File: config.mk
export PLATFORM = sky130hd
export DESIGN_NAME = annotation_skip_parser_unit
export DESIGN_NICKNAME = d
export VERILOG_FILES = /design/src/rtl/asp_pkg.sv /design/src/rtl/asp_ram.sv /design/src/rtl/asp_frame_stack.sv /design/src/rtl/annotation_skip_parser_unit.sv
export SDC_FILE = /design/constraint.sdc
export NUM_CORES = 2
export LEC_CHECK = 0
export BUFFER_PORTS_ARGS = -buffer_cell sky130_fd_sc_hd__buf_2
export CORE_UTILIZATION = 33
export DETAILED_ROUTE_END_ITERATION = 7
export SLEW_MARGIN = 20
export SYNTH_ARGS = -nofsm -noshare
export SYNTH_HDL_FRONTEND = slang
export SYNTH_SLANG_ARGS = --single-unit
File: constraint.sdc
create_clock -name clk -period 7.5 [get_ports clk]
set_clock_uncertainty 0.1 [all_clocks]
set_input_delay 1.5 -clock clk [delete_from_list [all_inputs] [get_ports clk]]
set_output_delay 1.5 -clock clk [all_outputs]
set_load 0.03 [all_outputs]
File: src/rtl/asp_pkg.sv
// ----------------------------------------------------------------------------
// asp_pkg: shared types and constants of the annotation skip parser
// Phase codes, frame layout, stack commands, fail codes and tag decoding.
// ----------------------------------------------------------------------------
package asp_pkg;

	typedef enum logic [3:0] {
		PH_IDLE    = 4'd0,
		PH_TYPE    = 4'd1,
		PH_PAIRCNT = 4'd2,
		PH_NAME    = 4'd3,
		PH_TAG     = 4'd4,
		PH_SKIP2   = 4'd5,
		PH_SKIP4   = 4'd6,
		PH_ARRCNT  = 4'd7
	} asp_phase_t;

	typedef enum logic [1:0] {
		FR_NONE     = 2'd0,
		FR_BAD_TAG  = 2'd1,
		FR_NO_BYTES = 2'd2,
		FR_TOO_DEEP = 2'd3
	} asp_reason_t;

	typedef enum logic [2:0] {
		TK_CONST,
		TK_ENUM,
		TK_ARRAY,
		TK_ANNOT,
		TK_BAD
	} asp_tag_kind_t;

	// One open frame: list kind and the number of elements still to start.
	typedef struct packed {
		logic        pairs;
		logic [15:0] left;
	} asp_frame_t;

	localparam int FRAME_W = $bits(asp_frame_t);

	typedef struct packed {
		logic       clear;
		logic       push;
		logic       pop;
		logic       dec;
		asp_frame_t frame;
	} asp_stack_cmd_t;

	typedef struct packed {
		logic       empty;
		logic       full;
		asp_frame_t top;
	} asp_stack_sts_t;

	localparam logic [7:0] TAG_BYTE    = 8'h42; // 'B'
	localparam logic [7:0] TAG_CHAR    = 8'h43; // 'C'
	localparam logic [7:0] TAG_INT     = 8'h49; // 'I'
	localparam logic [7:0] TAG_SHORT   = 8'h53; // 'S'
	localparam logic [7:0] TAG_DOUBLE  = 8'h44; // 'D'
	localparam logic [7:0] TAG_FLOAT   = 8'h46; // 'F'
	localparam logic [7:0] TAG_LONG    = 8'h4A; // 'J'
	localparam logic [7:0] TAG_BOOL    = 8'h5A; // 'Z'
	localparam logic [7:0] TAG_CLASS   = 8'h63; // 'c'
	localparam logic [7:0] TAG_STRING  = 8'h73; // 's'
	localparam logic [7:0] TAG_ENUM    = 8'h65; // 'e'
	localparam logic [7:0] TAG_ARRAY   = 8'h5B; // '['
	localparam logic [7:0] TAG_ANNOT   = 8'h40; // '@'

	function automatic asp_tag_kind_t asp_tag_kind(input logic [7:0] b);
		asp_tag_kind_t k;
		case (b)
			TAG_BYTE, TAG_CHAR, TAG_INT, TAG_SHORT, TAG_DOUBLE,
			TAG_FLOAT, TAG_LONG, TAG_BOOL, TAG_CLASS, TAG_STRING: k = TK_CONST;
			TAG_ENUM:  k = TK_ENUM;
			TAG_ARRAY: k = TK_ARRAY;
			TAG_ANNOT: k = TK_ANNOT;
			default:   k = TK_BAD;
		endcase
		return k;
	endfunction

endpackage

File: src/rtl/asp_ram.sv
// ----------------------------------------------------------------------------
// asp_ram: generic simple dual-port RAM
// One write port, one read port with registered read data.
// ----------------------------------------------------------------------------
module asp_ram #(
	parameter int WIDTH = 17,
	parameter int DEPTH = 64
) (
	input  logic                     clk,
	input  logic                     we,
	input  logic [$clog2(DEPTH)-1:0] waddr,
	input  logic [WIDTH-1:0]         wdata,
	input  logic [$clog2(DEPTH)-1:0] raddr,
	output logic [WIDTH-1:0]         rdata
);

	logic [WIDTH-1:0] mem_q [DEPTH];
	logic [WIDTH-1:0] rdata_q;

	always_ff @(posedge clk) begin
		if (we) begin
			mem_q[waddr] <= wdata;
		end
		rdata_q <= mem_q[raddr];
	end

	assign rdata = rdata_q;

endmodule

File: src/rtl/asp_frame_stack.sv
// ----------------------------------------------------------------------------
// asp_frame_stack: stack of open frames
// Top frame lives in a register; deeper frames spill to a RAM and refill
// the top register from it after a pop, through the registered RAM read.
// ----------------------------------------------------------------------------
module asp_frame_stack #(
	parameter int MAX_DEPTH = 64
) (
	input  logic                    clk,
	input  logic                    arst_n,
	input  asp_pkg::asp_stack_cmd_t cmd,
	output asp_pkg::asp_stack_sts_t sts
);
	import asp_pkg::*;

	localparam int LVL_W = $clog2(MAX_DEPTH + 1);
	localparam int AW    = $clog2(MAX_DEPTH);

	logic [LVL_W-1:0]   level_q;
	logic               reload_q;
	asp_frame_t         top_q;
	logic [LVL_W-1:0]   lvl_m1;
	logic [LVL_W-1:0]   lvl_m2;
	logic [FRAME_W-1:0] rdata;
	logic               spill;

	assign lvl_m1 = level_q - LVL_W'(1);
	assign lvl_m2 = level_q - LVL_W'(2);
	assign spill  = cmd.push && (level_q != '0);

	// Spill the old top on push; fetch the new top on pop.
	asp_ram #(
		.WIDTH(FRAME_W),
		.DEPTH(MAX_DEPTH)
	) u_ram (
		.clk  (clk),
		.we   (spill),
		.waddr(lvl_m1[AW-1:0]),
		.wdata(top_q),
		.raddr(lvl_m2[AW-1:0]),
		.rdata(rdata)
	);

	always_ff @(posedge clk or negedge arst_n) begin
		if (!arst_n) begin
			level_q  <= '0;
			reload_q <= 1'b0;
		end else if (cmd.clear) begin
			level_q  <= '0;
			reload_q <= 1'b0;
		end else if (cmd.push) begin
			level_q  <= level_q + LVL_W'(1);
			reload_q <= 1'b0;
		end else if (cmd.pop) begin
			level_q  <= lvl_m1;
			reload_q <= (level_q > LVL_W'(1));
		end else begin
			reload_q <= 1'b0;
		end
	end

	always_ff @(posedge clk) begin
		if (cmd.push) begin
			top_q <= cmd.frame;
		end else if (cmd.dec) begin
			top_q.left <= top_q.left - 16'd1;
		end else if (reload_q) begin
			top_q <= asp_frame_t'(rdata);
		end
	end

	assign sts.empty = (level_q == '0);
	assign sts.full  = (level_q == LVL_W'(MAX_DEPTH));
	assign sts.top   = top_q;

endmodule

File: src/rtl/annotation_skip_parser_unit.sv
// ----------------------------------------------------------------------------
// annotation_skip_parser_unit: byte-serial class-file annotation skipper
// Walks one annotation byte per transaction and reports its end position,
// or the limit position with a fail code.
// ----------------------------------------------------------------------------
// Pipeline: an accepted byte is parsed from the input stage once the result
//   register is free; results are registered (one register stage each side).
// Throughput: one byte per cycle while the result side is not stalled; the
//   parse step, the top frame register and one stack RAM port set that rate.
// Reset: arst_n clears control state asynchronously; the frame stack RAM is
//   not cleared (entries are read only after being written), no sweep needed.
// ----------------------------------------------------------------------------
module annotation_skip_parser_unit #(
	parameter int MAX_DEPTH     = 64,
	parameter int POSITION_BITS = 31
) (
	input  logic        clk,
	input  logic        arst_n,
	// byte transactions in
	input  logic        in_valid,
	output logic        in_stall,
	input  logic [7:0]  data_byte,
	input  logic        first_byte,
	input  logic [30:0] start_pos,
	input  logic [30:0] limit_pos,
	// result transactions out
	output logic        out_valid,
	input  logic        out_stall,
	output logic [30:0] end_pos,
	output logic        failed,
	output logic [1:0]  fail_reason
);
	import asp_pkg::*;

	localparam int PW = POSITION_BITS;

	// Input stage
	logic          valid_s1;
	logic [7:0]    data_s1;
	logic          first_s1;
	logic [30:0]   start_s1;
	logic [30:0]   limit_s1;

	// Parser state
	asp_phase_t    phase_q;
	logic [1:0]    fbi_q;
	logic [7:0]    cnt_hi_q;
	logic [PW-1:0] cur_pos_q;
	logic [PW-1:0] lim_pos_q;

	// Result register
	logic          out_valid_q;
	logic [30:0]   end_pos_q;
	logic          failed_q;
	asp_reason_t   reason_q;

	// Stack interface
	asp_stack_cmd_t cmd;
	asp_stack_sts_t sts;

	// Decode
	logic          proceed;
	asp_phase_t    ph_eff;
	logic [1:0]    fbi_eff;
	logic [7:0]    cnt_hi_eff;
	logic [PW-1:0] cur_eff;
	logic [PW-1:0] lim_eff;
	logic [PW-1:0] cur_inc;
	logic          empty_eff;
	logic          full_eff;
	logic          oob;
	logic          act;
	logic          pairs;
	logic [15:0]   cnt;
	logic          cnt_done;
	logic          cnt_zero;
	logic          cnt_multi;
	logic          deep;
	asp_tag_kind_t tag_kind;
	logic          bad_tag;
	logic          skip_done;
	logic          vdone;
	logic          finish;
	logic          next_elem;
	logic          last_of_top;

	// Next state
	asp_phase_t    phase_d;
	logic [1:0]    fbi_d;
	logic [7:0]    cnt_hi_d;

	// Result
	logic          emit;
	logic [PW-1:0] res_pos;
	asp_reason_t   res_reason;

	// ------------------------------------------------------------------
	// Handshake: the parse step runs when a byte waits in the input stage
	// and the result register is free or being drained this cycle.
	// ------------------------------------------------------------------
	assign proceed  = valid_s1 && (!out_valid_q || !out_stall);
	assign in_stall = valid_s1 && !proceed;

	always_ff @(posedge clk or negedge arst_n) begin
		if (!arst_n) begin
			valid_s1 <= 1'b0;
		end else if (in_valid && !in_stall) begin
			valid_s1 <= 1'b1;
		end else if (proceed) begin
			valid_s1 <= 1'b0;
		end
	end

	// Payload of the input stage: hold while stalled.
	always_ff @(posedge clk) begin
		if (in_valid && !in_stall) begin
			data_s1  <= data_byte;
			first_s1 <= first_byte;
			start_s1 <= start_pos;
			limit_s1 <= limit_pos;
		end
	end

	// ------------------------------------------------------------------
	// Decode: apply a restart first, then classify what this byte does.
	// ------------------------------------------------------------------
	always_comb begin
		if (first_s1) begin
			ph_eff     = PH_TYPE;
			fbi_eff    = 2'd0;
			cnt_hi_eff = 8'd0;
			cur_eff    = PW'(start_s1);
			lim_eff    = PW'(limit_s1);
			empty_eff  = 1'b1;
			full_eff   = 1'b0;
		end else begin
			ph_eff     = phase_q;
			fbi_eff    = fbi_q;
			cnt_hi_eff = cnt_hi_q;
			cur_eff    = cur_pos_q;
			lim_eff    = lim_pos_q;
			empty_eff  = sts.empty;
			full_eff   = sts.full;
		end

		cur_inc  = cur_eff + PW'(1);
		// A byte at or past the limit runs the annotation out of bytes.
		oob      = (ph_eff != PH_IDLE) && (cur_eff >= lim_eff);
		act      = (ph_eff != PH_IDLE) && !oob;

		pairs    = (ph_eff == PH_PAIRCNT);
		cnt      = {cnt_hi_eff, data_s1};
		cnt_done = act && (ph_eff == PH_PAIRCNT || ph_eff == PH_ARRCNT) && (fbi_eff == 2'd1);
		cnt_zero = (cnt == 16'd0);
		cnt_multi = (cnt > 16'd1);
		// Only a frame with work left after its first element takes a slot.
		deep     = cnt_done && cnt_multi && full_eff;

		tag_kind = asp_tag_kind(data_s1);
		bad_tag  = act && (ph_eff == PH_TAG) && (tag_kind == TK_BAD);

		skip_done = act && (((ph_eff == PH_SKIP2) && (fbi_eff >= 2'd1)) ||
			((ph_eff == PH_SKIP4) && (fbi_eff == 2'd3)));

		vdone     = skip_done || (cnt_done && cnt_zero);
		finish    = vdone && empty_eff;
		next_elem = vdone && !empty_eff;
		// Pop the top frame as soon as its last element starts.
		last_of_top = (sts.top.left == 16'd1);
	end

	// ------------------------------------------------------------------
	// Next state
	// ------------------------------------------------------------------
	always_comb begin
		phase_d  = ph_eff;
		fbi_d    = fbi_eff;
		cnt_hi_d = cnt_hi_eff;

		if (oob) begin
			phase_d = PH_IDLE;
			fbi_d   = 2'd0;
		end else if (act) begin
			case (ph_eff)
				PH_TYPE, PH_NAME: begin
					if (fbi_eff == 2'd0) begin
						fbi_d = 2'd1;
					end else begin
						fbi_d   = 2'd0;
						phase_d = (ph_eff == PH_TYPE) ? PH_PAIRCNT : PH_TAG;
					end
				end
				PH_PAIRCNT, PH_ARRCNT: begin
					if (fbi_eff == 2'd0) begin
						cnt_hi_d = data_s1;
						fbi_d    = 2'd1;
					end else begin
						fbi_d = 2'd0;
						if (deep) begin
							phase_d = PH_IDLE;
						end else if (!cnt_zero) begin
							phase_d = pairs ? PH_NAME : PH_TAG;
						end
					end
				end
				PH_TAG: begin
					fbi_d = 2'd0;
					case (tag_kind)
						TK_CONST: phase_d = PH_SKIP2;
						TK_ENUM:  phase_d = PH_SKIP4;
						TK_ARRAY: phase_d = PH_ARRCNT;
						TK_ANNOT: phase_d = PH_TYPE;
						default:  phase_d = PH_IDLE;
					endcase
				end
				PH_SKIP2, PH_SKIP4: begin
					if (!skip_done) begin
						fbi_d = fbi_eff + 2'd1;
					end
				end
				default: phase_d = PH_IDLE;
			endcase

			// A finished value either ends the annotation or starts the
			// next element of the enclosing frame.
			if (finish) begin
				phase_d = PH_IDLE;
				fbi_d   = 2'd0;
			end else if (next_elem) begin
				phase_d = sts.top.pairs ? PH_NAME : PH_TAG;
				fbi_d   = 2'd0;
			end
		end
	end

	// ------------------------------------------------------------------
	// Outputs of the parse step: result and stack command
	// ------------------------------------------------------------------
	always_comb begin
		emit = oob || bad_tag || deep || finish;

		if (oob) begin
			res_reason = FR_NO_BYTES;
		end else if (bad_tag) begin
			res_reason = FR_BAD_TAG;
		end else if (deep) begin
			res_reason = FR_TOO_DEEP;
		end else begin
			res_reason = FR_NONE;
		end
		res_pos = finish ? cur_inc : lim_eff;

		cmd.clear       = proceed && first_s1;
		cmd.push        = proceed && cnt_done && cnt_multi && !deep;
		cmd.pop         = proceed && next_elem && last_of_top;
		cmd.dec         = proceed && next_elem && !last_of_top;
		cmd.frame.pairs = pairs;
		cmd.frame.left  = cnt - 16'd1;
	end

	asp_frame_stack #(
		.MAX_DEPTH(MAX_DEPTH)
	) u_stack (
		.clk   (clk),
		.arst_n(arst_n),
		.cmd   (cmd),
		.sts   (sts)
	);

	// Advance parser state once per parsed byte.
	always_ff @(posedge clk or negedge arst_n) begin
		if (!arst_n) begin
			phase_q   <= PH_IDLE;
			fbi_q     <= 2'd0;
			cnt_hi_q  <= 8'd0;
			cur_pos_q <= '0;
			lim_pos_q <= '0;
		end else if (proceed) begin
			phase_q   <= phase_d;
			fbi_q     <= fbi_d;
			cnt_hi_q  <= cnt_hi_d;
			cur_pos_q <= act ? cur_inc : cur_eff;
			lim_pos_q <= lim_eff;
		end
	end

	// Result register: load on emit, drop once taken.
	always_ff @(posedge clk or negedge arst_n) begin
		if (!arst_n) begin
			out_valid_q <= 1'b0;
		end else if (proceed && emit) begin
			out_valid_q <= 1'b1;
		end else if (!out_stall) begin
			out_valid_q <= 1'b0;
		end
	end

	always_ff @(posedge clk) begin
		if (proceed && emit) begin
			end_pos_q <= 31'(res_pos);
			failed_q  <= !finish;
			reason_q  <= res_reason;
		end
	end

	assign out_valid   = out_valid_q;
	assign end_pos     = end_pos_q;
	assign failed      = failed_q;
	assign fail_reason = reason_q;

	// ------------------------------------------------------------------
	// Assertions
	// ------------------------------------------------------------------
	a_fail_code: assert property (@(posedge clk) disable iff (!arst_n)
		out_valid |-> (failed == (fail_reason != FR_NONE)))
		else $error("fail flag and fail code disagree");

	a_push_room: assert property (@(posedge clk) disable iff (!arst_n)
		cmd.push |-> !sts.full)
		else $error("frame pushed onto a full stack");

	a_idle_quiet: assert property (@(posedge clk) disable iff (!arst_n)
		(proceed && !first_s1 && phase_q == PH_IDLE) |->
			(!emit && !cmd.push && !cmd.pop && !cmd.dec))
		else $error("idle byte caused a result or stack change");

	a_one_op: assert property (@(posedge clk) disable iff (!arst_n)
		$onehot0({cmd.push, cmd.pop, cmd.dec}))
		else $error("more than one stack operation in a cycle");

	a_pop_gap: assert property (@(posedge clk) disable iff (!arst_n)
		cmd.pop |=> !(cmd.push || cmd.pop || cmd.dec))
		else $error("stack used while its top frame refills");

endmodule

* After elaboration in Yosys (flattened, before gate mapping) *
Memory sizes are Yosys's and may differ from the RTL's. A register that Yosys moved wholly into a read port is not among the register bits.
Cells that the tools add are included.

cells by class
  add/sub/neg operators = 7
  order comparisons = 4
  equality and inequality tests = 30
  multiplexer cells = 52
  reduce and logical (&&, ||, !) cells = 58

operators with widths
  cell                     number
  $mux W31                 4
  $eq A8 B7 Y1 const B     13
  $mux W8                  5
  $mux W4                  9
  $mux W17                 2
  $sub A16 B1 Y16 const B  2
  $add A31 B1 Y31 const B  1
  $ge A31 B31 Y1           1
  $logic_and A1 B1 Y1      26
  $pmux W3 S4              2
  $mux W7                  3
  $eq A16 B1 Y1 const B    1
  $eq A4 B3 Y1 const B     4
  $gt A16 B1 Y1 const B    1
  $logic_not A16 Y1        1
  $mux W16                 1
  $mux W2                  8
  $pmux W4 S4              1
  $mux W1                  13
  $reduce_or A10 Y1        1
  $logic_not A1 Y1         9
  $mux W3                  3
  $eq A4 B2 Y1 const B     2
  $add A7 B1 Y7 const B    1
  25 further kinds         37

storage, ports and cells
  bits in registers = 208
  bits in writable memories = 1088
  input bits = 75
  output and inout port bits = 36
  word-level logic and storage cells = 170
  memories kept = 1

memories
  name                 words  width  rd ports  clocked after Yosys merged registers in  write ports  RTL line       source
  u_stack.u_ram.mem_q  64     17     1         1                                        1            asp_ram.sv:17  logic [WIDTH-1:0] mem_q [DEPTH];

* Longest topological paths before layout *
  depth in word-level cells = 16
  gate-level depth with buffers = 19
  depth with buffers taken out = 11

* Cells and area by module *
Synthesis repeated with hierarchy kept, for this count alone.

second synthesis, totals
  cells, all modules = 3131
  area total of the unflattened synthesis = 54577.3 um^2

by module, submodules not included
  module                       times used  cells an instance  area each (um^2)  seq. area each (um^2)
  asp_ram                      1           1953               42344.4           33011.7
  annotation_skip_parser_unit  1           984                10443.8           5104.9
  asp_frame_stack              1           194                1789.2            710.7

* Worst setup path before layout *
No wires, ideal clock.

  path type = reg-to-reg
  start point = register first_s1
  end point = memory u_stack.u_ram.mem_q[36][0] (enable)
  library setup time = 435 ps
  data arrival time = 6106 ps
  required time = 6965 ps
  setup slack = 859 ps
  stages on the path, launching flop included = 18
  path buffers = 9
  period minus slack after synthesis = 6641 ps
  path through = edfxtp_1 buf_4 buf_2 buf_4 buf_1 clkbuf_1 buf_1 buf_2 mux2i_1 ha_1 nand4_1 nor4_1 a211oi_1 nand3_1 or3_1 clkbuf_1 buf_1 nor4_1

between the ends
  word-level cells in the longest chain between the ends = 14
  elaborated cells between the ends (all ways) = 27
  those cells by class = order compare: 2; eq/ne: 3; mux: 8; reduce/logical: 14

ends and longest elaborated chain
  element                                               RTL line                                                                source
  start: declaration                                    annotation_skip_parser_unit.sv:40                                       logic first_s1;
  start signal: assignment                              annotation_skip_parser_unit.sv:118                                      first_s1 <= first_byte;
  $mux W31 or $mux W4 (tied branches)                   annotation_skip_parser_unit.sv:128                                      if (first_s1) begin
  $ge A31 B31 Y1 or $reduce_bool A4 Y1 (tied branches)  annotation_skip_parser_unit.sv:148, annotation_skip_parser_unit.sv:149
  $logic_and A1 B1 Y1                                   annotation_skip_parser_unit.sv:148                                      oob = (ph_eff != PH_IDLE) && (cur_eff >= lim_eff);
  $logic_not A1 Y1                                      annotation_skip_parser_unit.sv:149                                      act = (ph_eff != PH_IDLE) && !oob;
  $logic_and A1 B1 Y1                                   annotation_skip_parser_unit.sv:149
  $logic_and A1 B1 Y1 (2 in a row)                      annotation_skip_parser_unit.sv:153                                      cnt_done = act && (ph_eff == PH_PAIRCNT || ph_eff == PH_ARRCNT) && (fbi_eff == 2'd1);
  $logic_and A1 B1 Y1 (2 in a row)                      annotation_skip_parser_unit.sv:157                                      deep = cnt_done && cnt_multi && full_eff;
  $logic_not A1 Y1                                      annotation_skip_parser_unit.sv:254                                      cmd.push = proceed && cnt_done && cnt_multi && !deep;
  $logic_and A1 B1 Y1 (*)                               annotation_skip_parser_unit.sv:254
  $logic_and A1 B1 Y1 (*)                               asp_frame_stack.sv:29                                                   assign spill = cmd.push && (level_q != '0);
  $mux W1 (*)                                           asp_ram.sv:21                                                           if (we) begin
  $mux W1 (not written as such) (*)                     asp_ram.sv:22                                                           mem_q[waddr] <= wdata;
  end: declaration                                      asp_ram.sv:17

Every way passes the cells marked *; elsewhere a longest branch is shown, timed or not.

* Worst setup path in the final report *
  start point = register first_s1
  end point = memory u_stack.u_ram.mem_q[44][0] (enable)

Same word-level chain as after synthesis.

==> results.yml <==
global_route:
  grt_pass1_wl_um: 189000
  grt_start_max_net_pins: 106
  overflow: 0
  grt_use_total_pct: 15.7
  antenna_found_initial: 7
  grt_pass1_vias: 27200
cells_and_area:
  utilization_pct: 38.4
  nFillCells: 14500
  final_layout_size_suffix_gt1_share_pct: 26.0
  syn2layout_area_growth_pct: 14.9
  fin_cells: 5286
  finalNetCount: 3143
sta:
  setup_violations: 0
  relSlewSlack_pct: 26.7
  worstMarginPinSlew_ns: 1.10
  fin_crit_sh_pct: 73.8
  setup_ws_ns: 1.96
  max_freq_mhz: 181
  rsz0062_at_grt: "false"
  period_minus_slack_ns: 5.54
  drv_slew: 0
  finalHoldViolCount: 0
  tns_ns: 0
clock_network:
  cts_resized: 0
  ctsHtreeMaxLevel: 4
  cts_made_buffers: 134
  clockRootBuffer: "clkbuf_16"
  clk_latency_ns: 0.75
  hold_buffers: 0
  numClockSinks: 1313
  cts_tree: "done"
  clk_path_buf_depth: 3
  clkTransAtPathRegs_ns: 0.06
  post_cts.repair.setup_buffers: 0
logic_synthesis:
  synthArstFlopShare_pct: 6.55
  netlist.area_leader.share_pct: 67.6
  synth_cell_type_count: 76
  ys_warn_count: 0
  synth_top_area_cell: "edfxtp_1"
  syn_inst: 2843
  ys_ff_latch: 1313
  seq_area_frac_synth_pct: 72.2
  synth_edf_count: 1210
  synth_top_flop_cell: "edfxtp_1"
  syn_nets: 2966
  syn_avg_cell_area_sq_um: 18.9
  synth_area_sq_um: 53800
  ys_top_cells_by_area: "edfxtp_1 68%, mux4_2 14%, dfrtp_1 4.0%"
floorplanning:
  ioPinCount: 111
  die_height_um: 406
  start_util_pct: 33.4
  core.rowCount: 147
  fp.dieW_um: 406
  fp.coreArea_sq_um: 161000
  die_area_sq_um: 165000
routing:
  drc_errors: 0
  routed_wl_um: 130000
  postRouteAntennaNets: 0
  drt_first_iter_violations: 2959
  vias: 27400
  routedWlPerCell_um: 24.6
  dr.pass1.iters: 7
  via_per_inst: 5.19
worst_setup_path:
  critPathKind: "reg -> reg"
  cp_max_fo: 101
  end_kind: "flop"
  rr_worst_depth: 12
  r2r-start: "first_s1"
  reg2reg_to: "u_stack.u_ram.mem_q[44][0]"
  crit_path_start_kind: "flop"
  crit_required_ns: 7.77
  regToRegSetupSlack_ns: 1.96
  cp.arrival_ns: 5.80
worst_hold_path:
  min_to: "cur_pos_q[30]"
  hp-class: "reg -> reg"
  whs_path_depth: 2
  hp-start: "cur_pos_q[30]"
power_and_ir_drop:
  p_per_area_nw_per_um2: 279
  p_switching_mw: 4.35
  p_int_mw: 12.9
  power_leakage_nw: 19.4
  pwr-share-comb_pct: 12.5
  finalPower_mw: 17.3
  sequentialPowerShare_pct: 49.0
  max-vdd-ir-drop_mv: 0.248
  switching_share_pct: 25.2
  pwr-share-clk_pct: 38.5
place:
  dp_hpwl_um: 77600
  port_buffers: 110
  preCtsSetupSlack_ns: 1.96
  gp_congestion: 0.823
  dp.cells: 5044
job:
  cap_violations: 0
outcome:
  outcome: "finished clean"
[power groups by stage]
stage / logic (mW) / clock network, mW / registers (mW)
4_1_cts: 2.17 / 6.76 / 8.46
3_5_place_dp: 2.16 / 0 / 8.61
3_3_place_gp: 2.15 / 0 / 8.61
5_1_grt: 2.35 / 7.04 / 8.50
2_1_floorplan: 1.42 / 0 / 8.60
6_report: 2.16 / 6.65 / 8.47
[synthesized netlist by cell type, drive strengths merged, types with 8 or more instances]
cell type and number:
nand2b 9, mux2 9, a22o 19, nor2 120, clkbuf 95, xnor2 65
o211ai 9, nand4 17, nand3 37, nor4 39, o21ai 71, ha 48
or3 11, edfxtp 1210, or4 9, mux4 340, nor2b 27, dfrtp 86
buf 56, a211oi 20, nor3 64, inv 47, dfxtp 17, and3 13
mux2i 81, a211o 8, nand2 112, a21o 13, xor2 15, a21oi 83
nand3b 10
[layout by cell type, fill, tap and decap left out, types with 14 or more instances in the layout]
cell,instances
nand3_1,37
nor3_2,17
nor4_2,17
clkinv_1,24
nor2b_1,27
buf_2,109
ha_1,47
nand2_1,111
edfxtp_1,1210
o21ai_0,70
mux4_2,340
mux2i_1,81
nor4_1,22
clkinv_2,14
clkbuf_1,31
clkbuf_16,138
a21oi_1,83
buf_4,79
xnor2_1,64
a211oi_1,20
nor2_1,88
nor3_1,45
dfxtp_1,17
nor2_2,32
inv_1,47
dfrtp_1,84
a22o_1,19
nand4_1,17
[worst max path at each step]
stage                   from                          to  slack [ns]  cells past startpoint
finish              first_s1  u_stack.u_ram.mem_q[44][0]        1.96                     12
detailed placement  first_s1  u_stack.u_ram.mem_q[41][2]        1.96                     12
CTS                 first_s1  u_stack.u_ram.mem_q[41][2]        1.97                     12
floorplan           first_s1  u_stack.u_ram.mem_q[36][0]        0.86                     17
global route        first_s1  u_stack.u_ram.mem_q[41][0]        1.57                     12
global placement    first_s1  u_stack.u_ram.mem_q[15][9]        2.11                     12
[critical path: stages, from the launching register on]
cell	delay (ns)
edfxtp_1	0.38
buf_12	0.49
mux2i_1	0.49
inv_1	0.14
ha_1	0.35
nand3_1	0.13
nor4_1	0.10
a211oi_1	0.55
nand3_1	0.40
nor3_2	0.24
buf_4	0.33
nand3_1	0.47
nor2_2	0.92
[cell families after synthesis]
kind of cell,share of synthesized area [%]
buffers and inverters,1.47
and+or+nand+nor,4.58
DFF,72.2
adders and majority gates,1.12
AOI/OAI and AO/OA,3.41
muxes,15.9
xor gates and xnor gates,1.30
[sequential cells by signal (all words and copies together) (netlist names), 2 cells and up]
register and flops:
u_stack.u_ram.mem_q 1088, u_stack.sts 17, fbi_q 2, limit_s1 31, u_stack.u_ram.rdata 17, fail_reason 2, data_s1 8, lim_pos_q 31
end_pos 31, cur_pos_q 31, u_stack.level_q 7, phase_q 4, cnt_hi_q 8, start_s1 31
[final cells by class]
| type | instances | area (sq um) | area share (%) |
|---|---|---|---|
| multi-input combinational | 1332 | 14500 | 23.5 |
| tap | 2160 | 2700 | 4.37 |
| timing repair buffer | 192 | 1220 | 1.97 |
| clock buffer | 170 | 3580 | 5.80 |
| inverter | 47 | 176 | 0.285 |
| clock inverter | 70 | 757 | 1.22 |
| antenna | 2 | 5.00 | 0.00810 |
| sequential | 1313 | 38800 | 62.8 |
[metal layers]
metal  GRT usage, %  part of all wire (%)
met1           22.8                    45
met2           23.7                    45
met3           3.32                   7.5
met4           4.71                   2.2
met5          0.446                 0.096
[stage by stage]
stage                     instance area, sq um  hold WS, ns
after floorplan                          53800        0.342
after global placement                   57500        0.365
after detailed placement                 57500        0.371
after CTS                                61800        0.384
after global routing                     61800        0.414
final                                    61800        0.380
(Power assumes the default switching activity.)
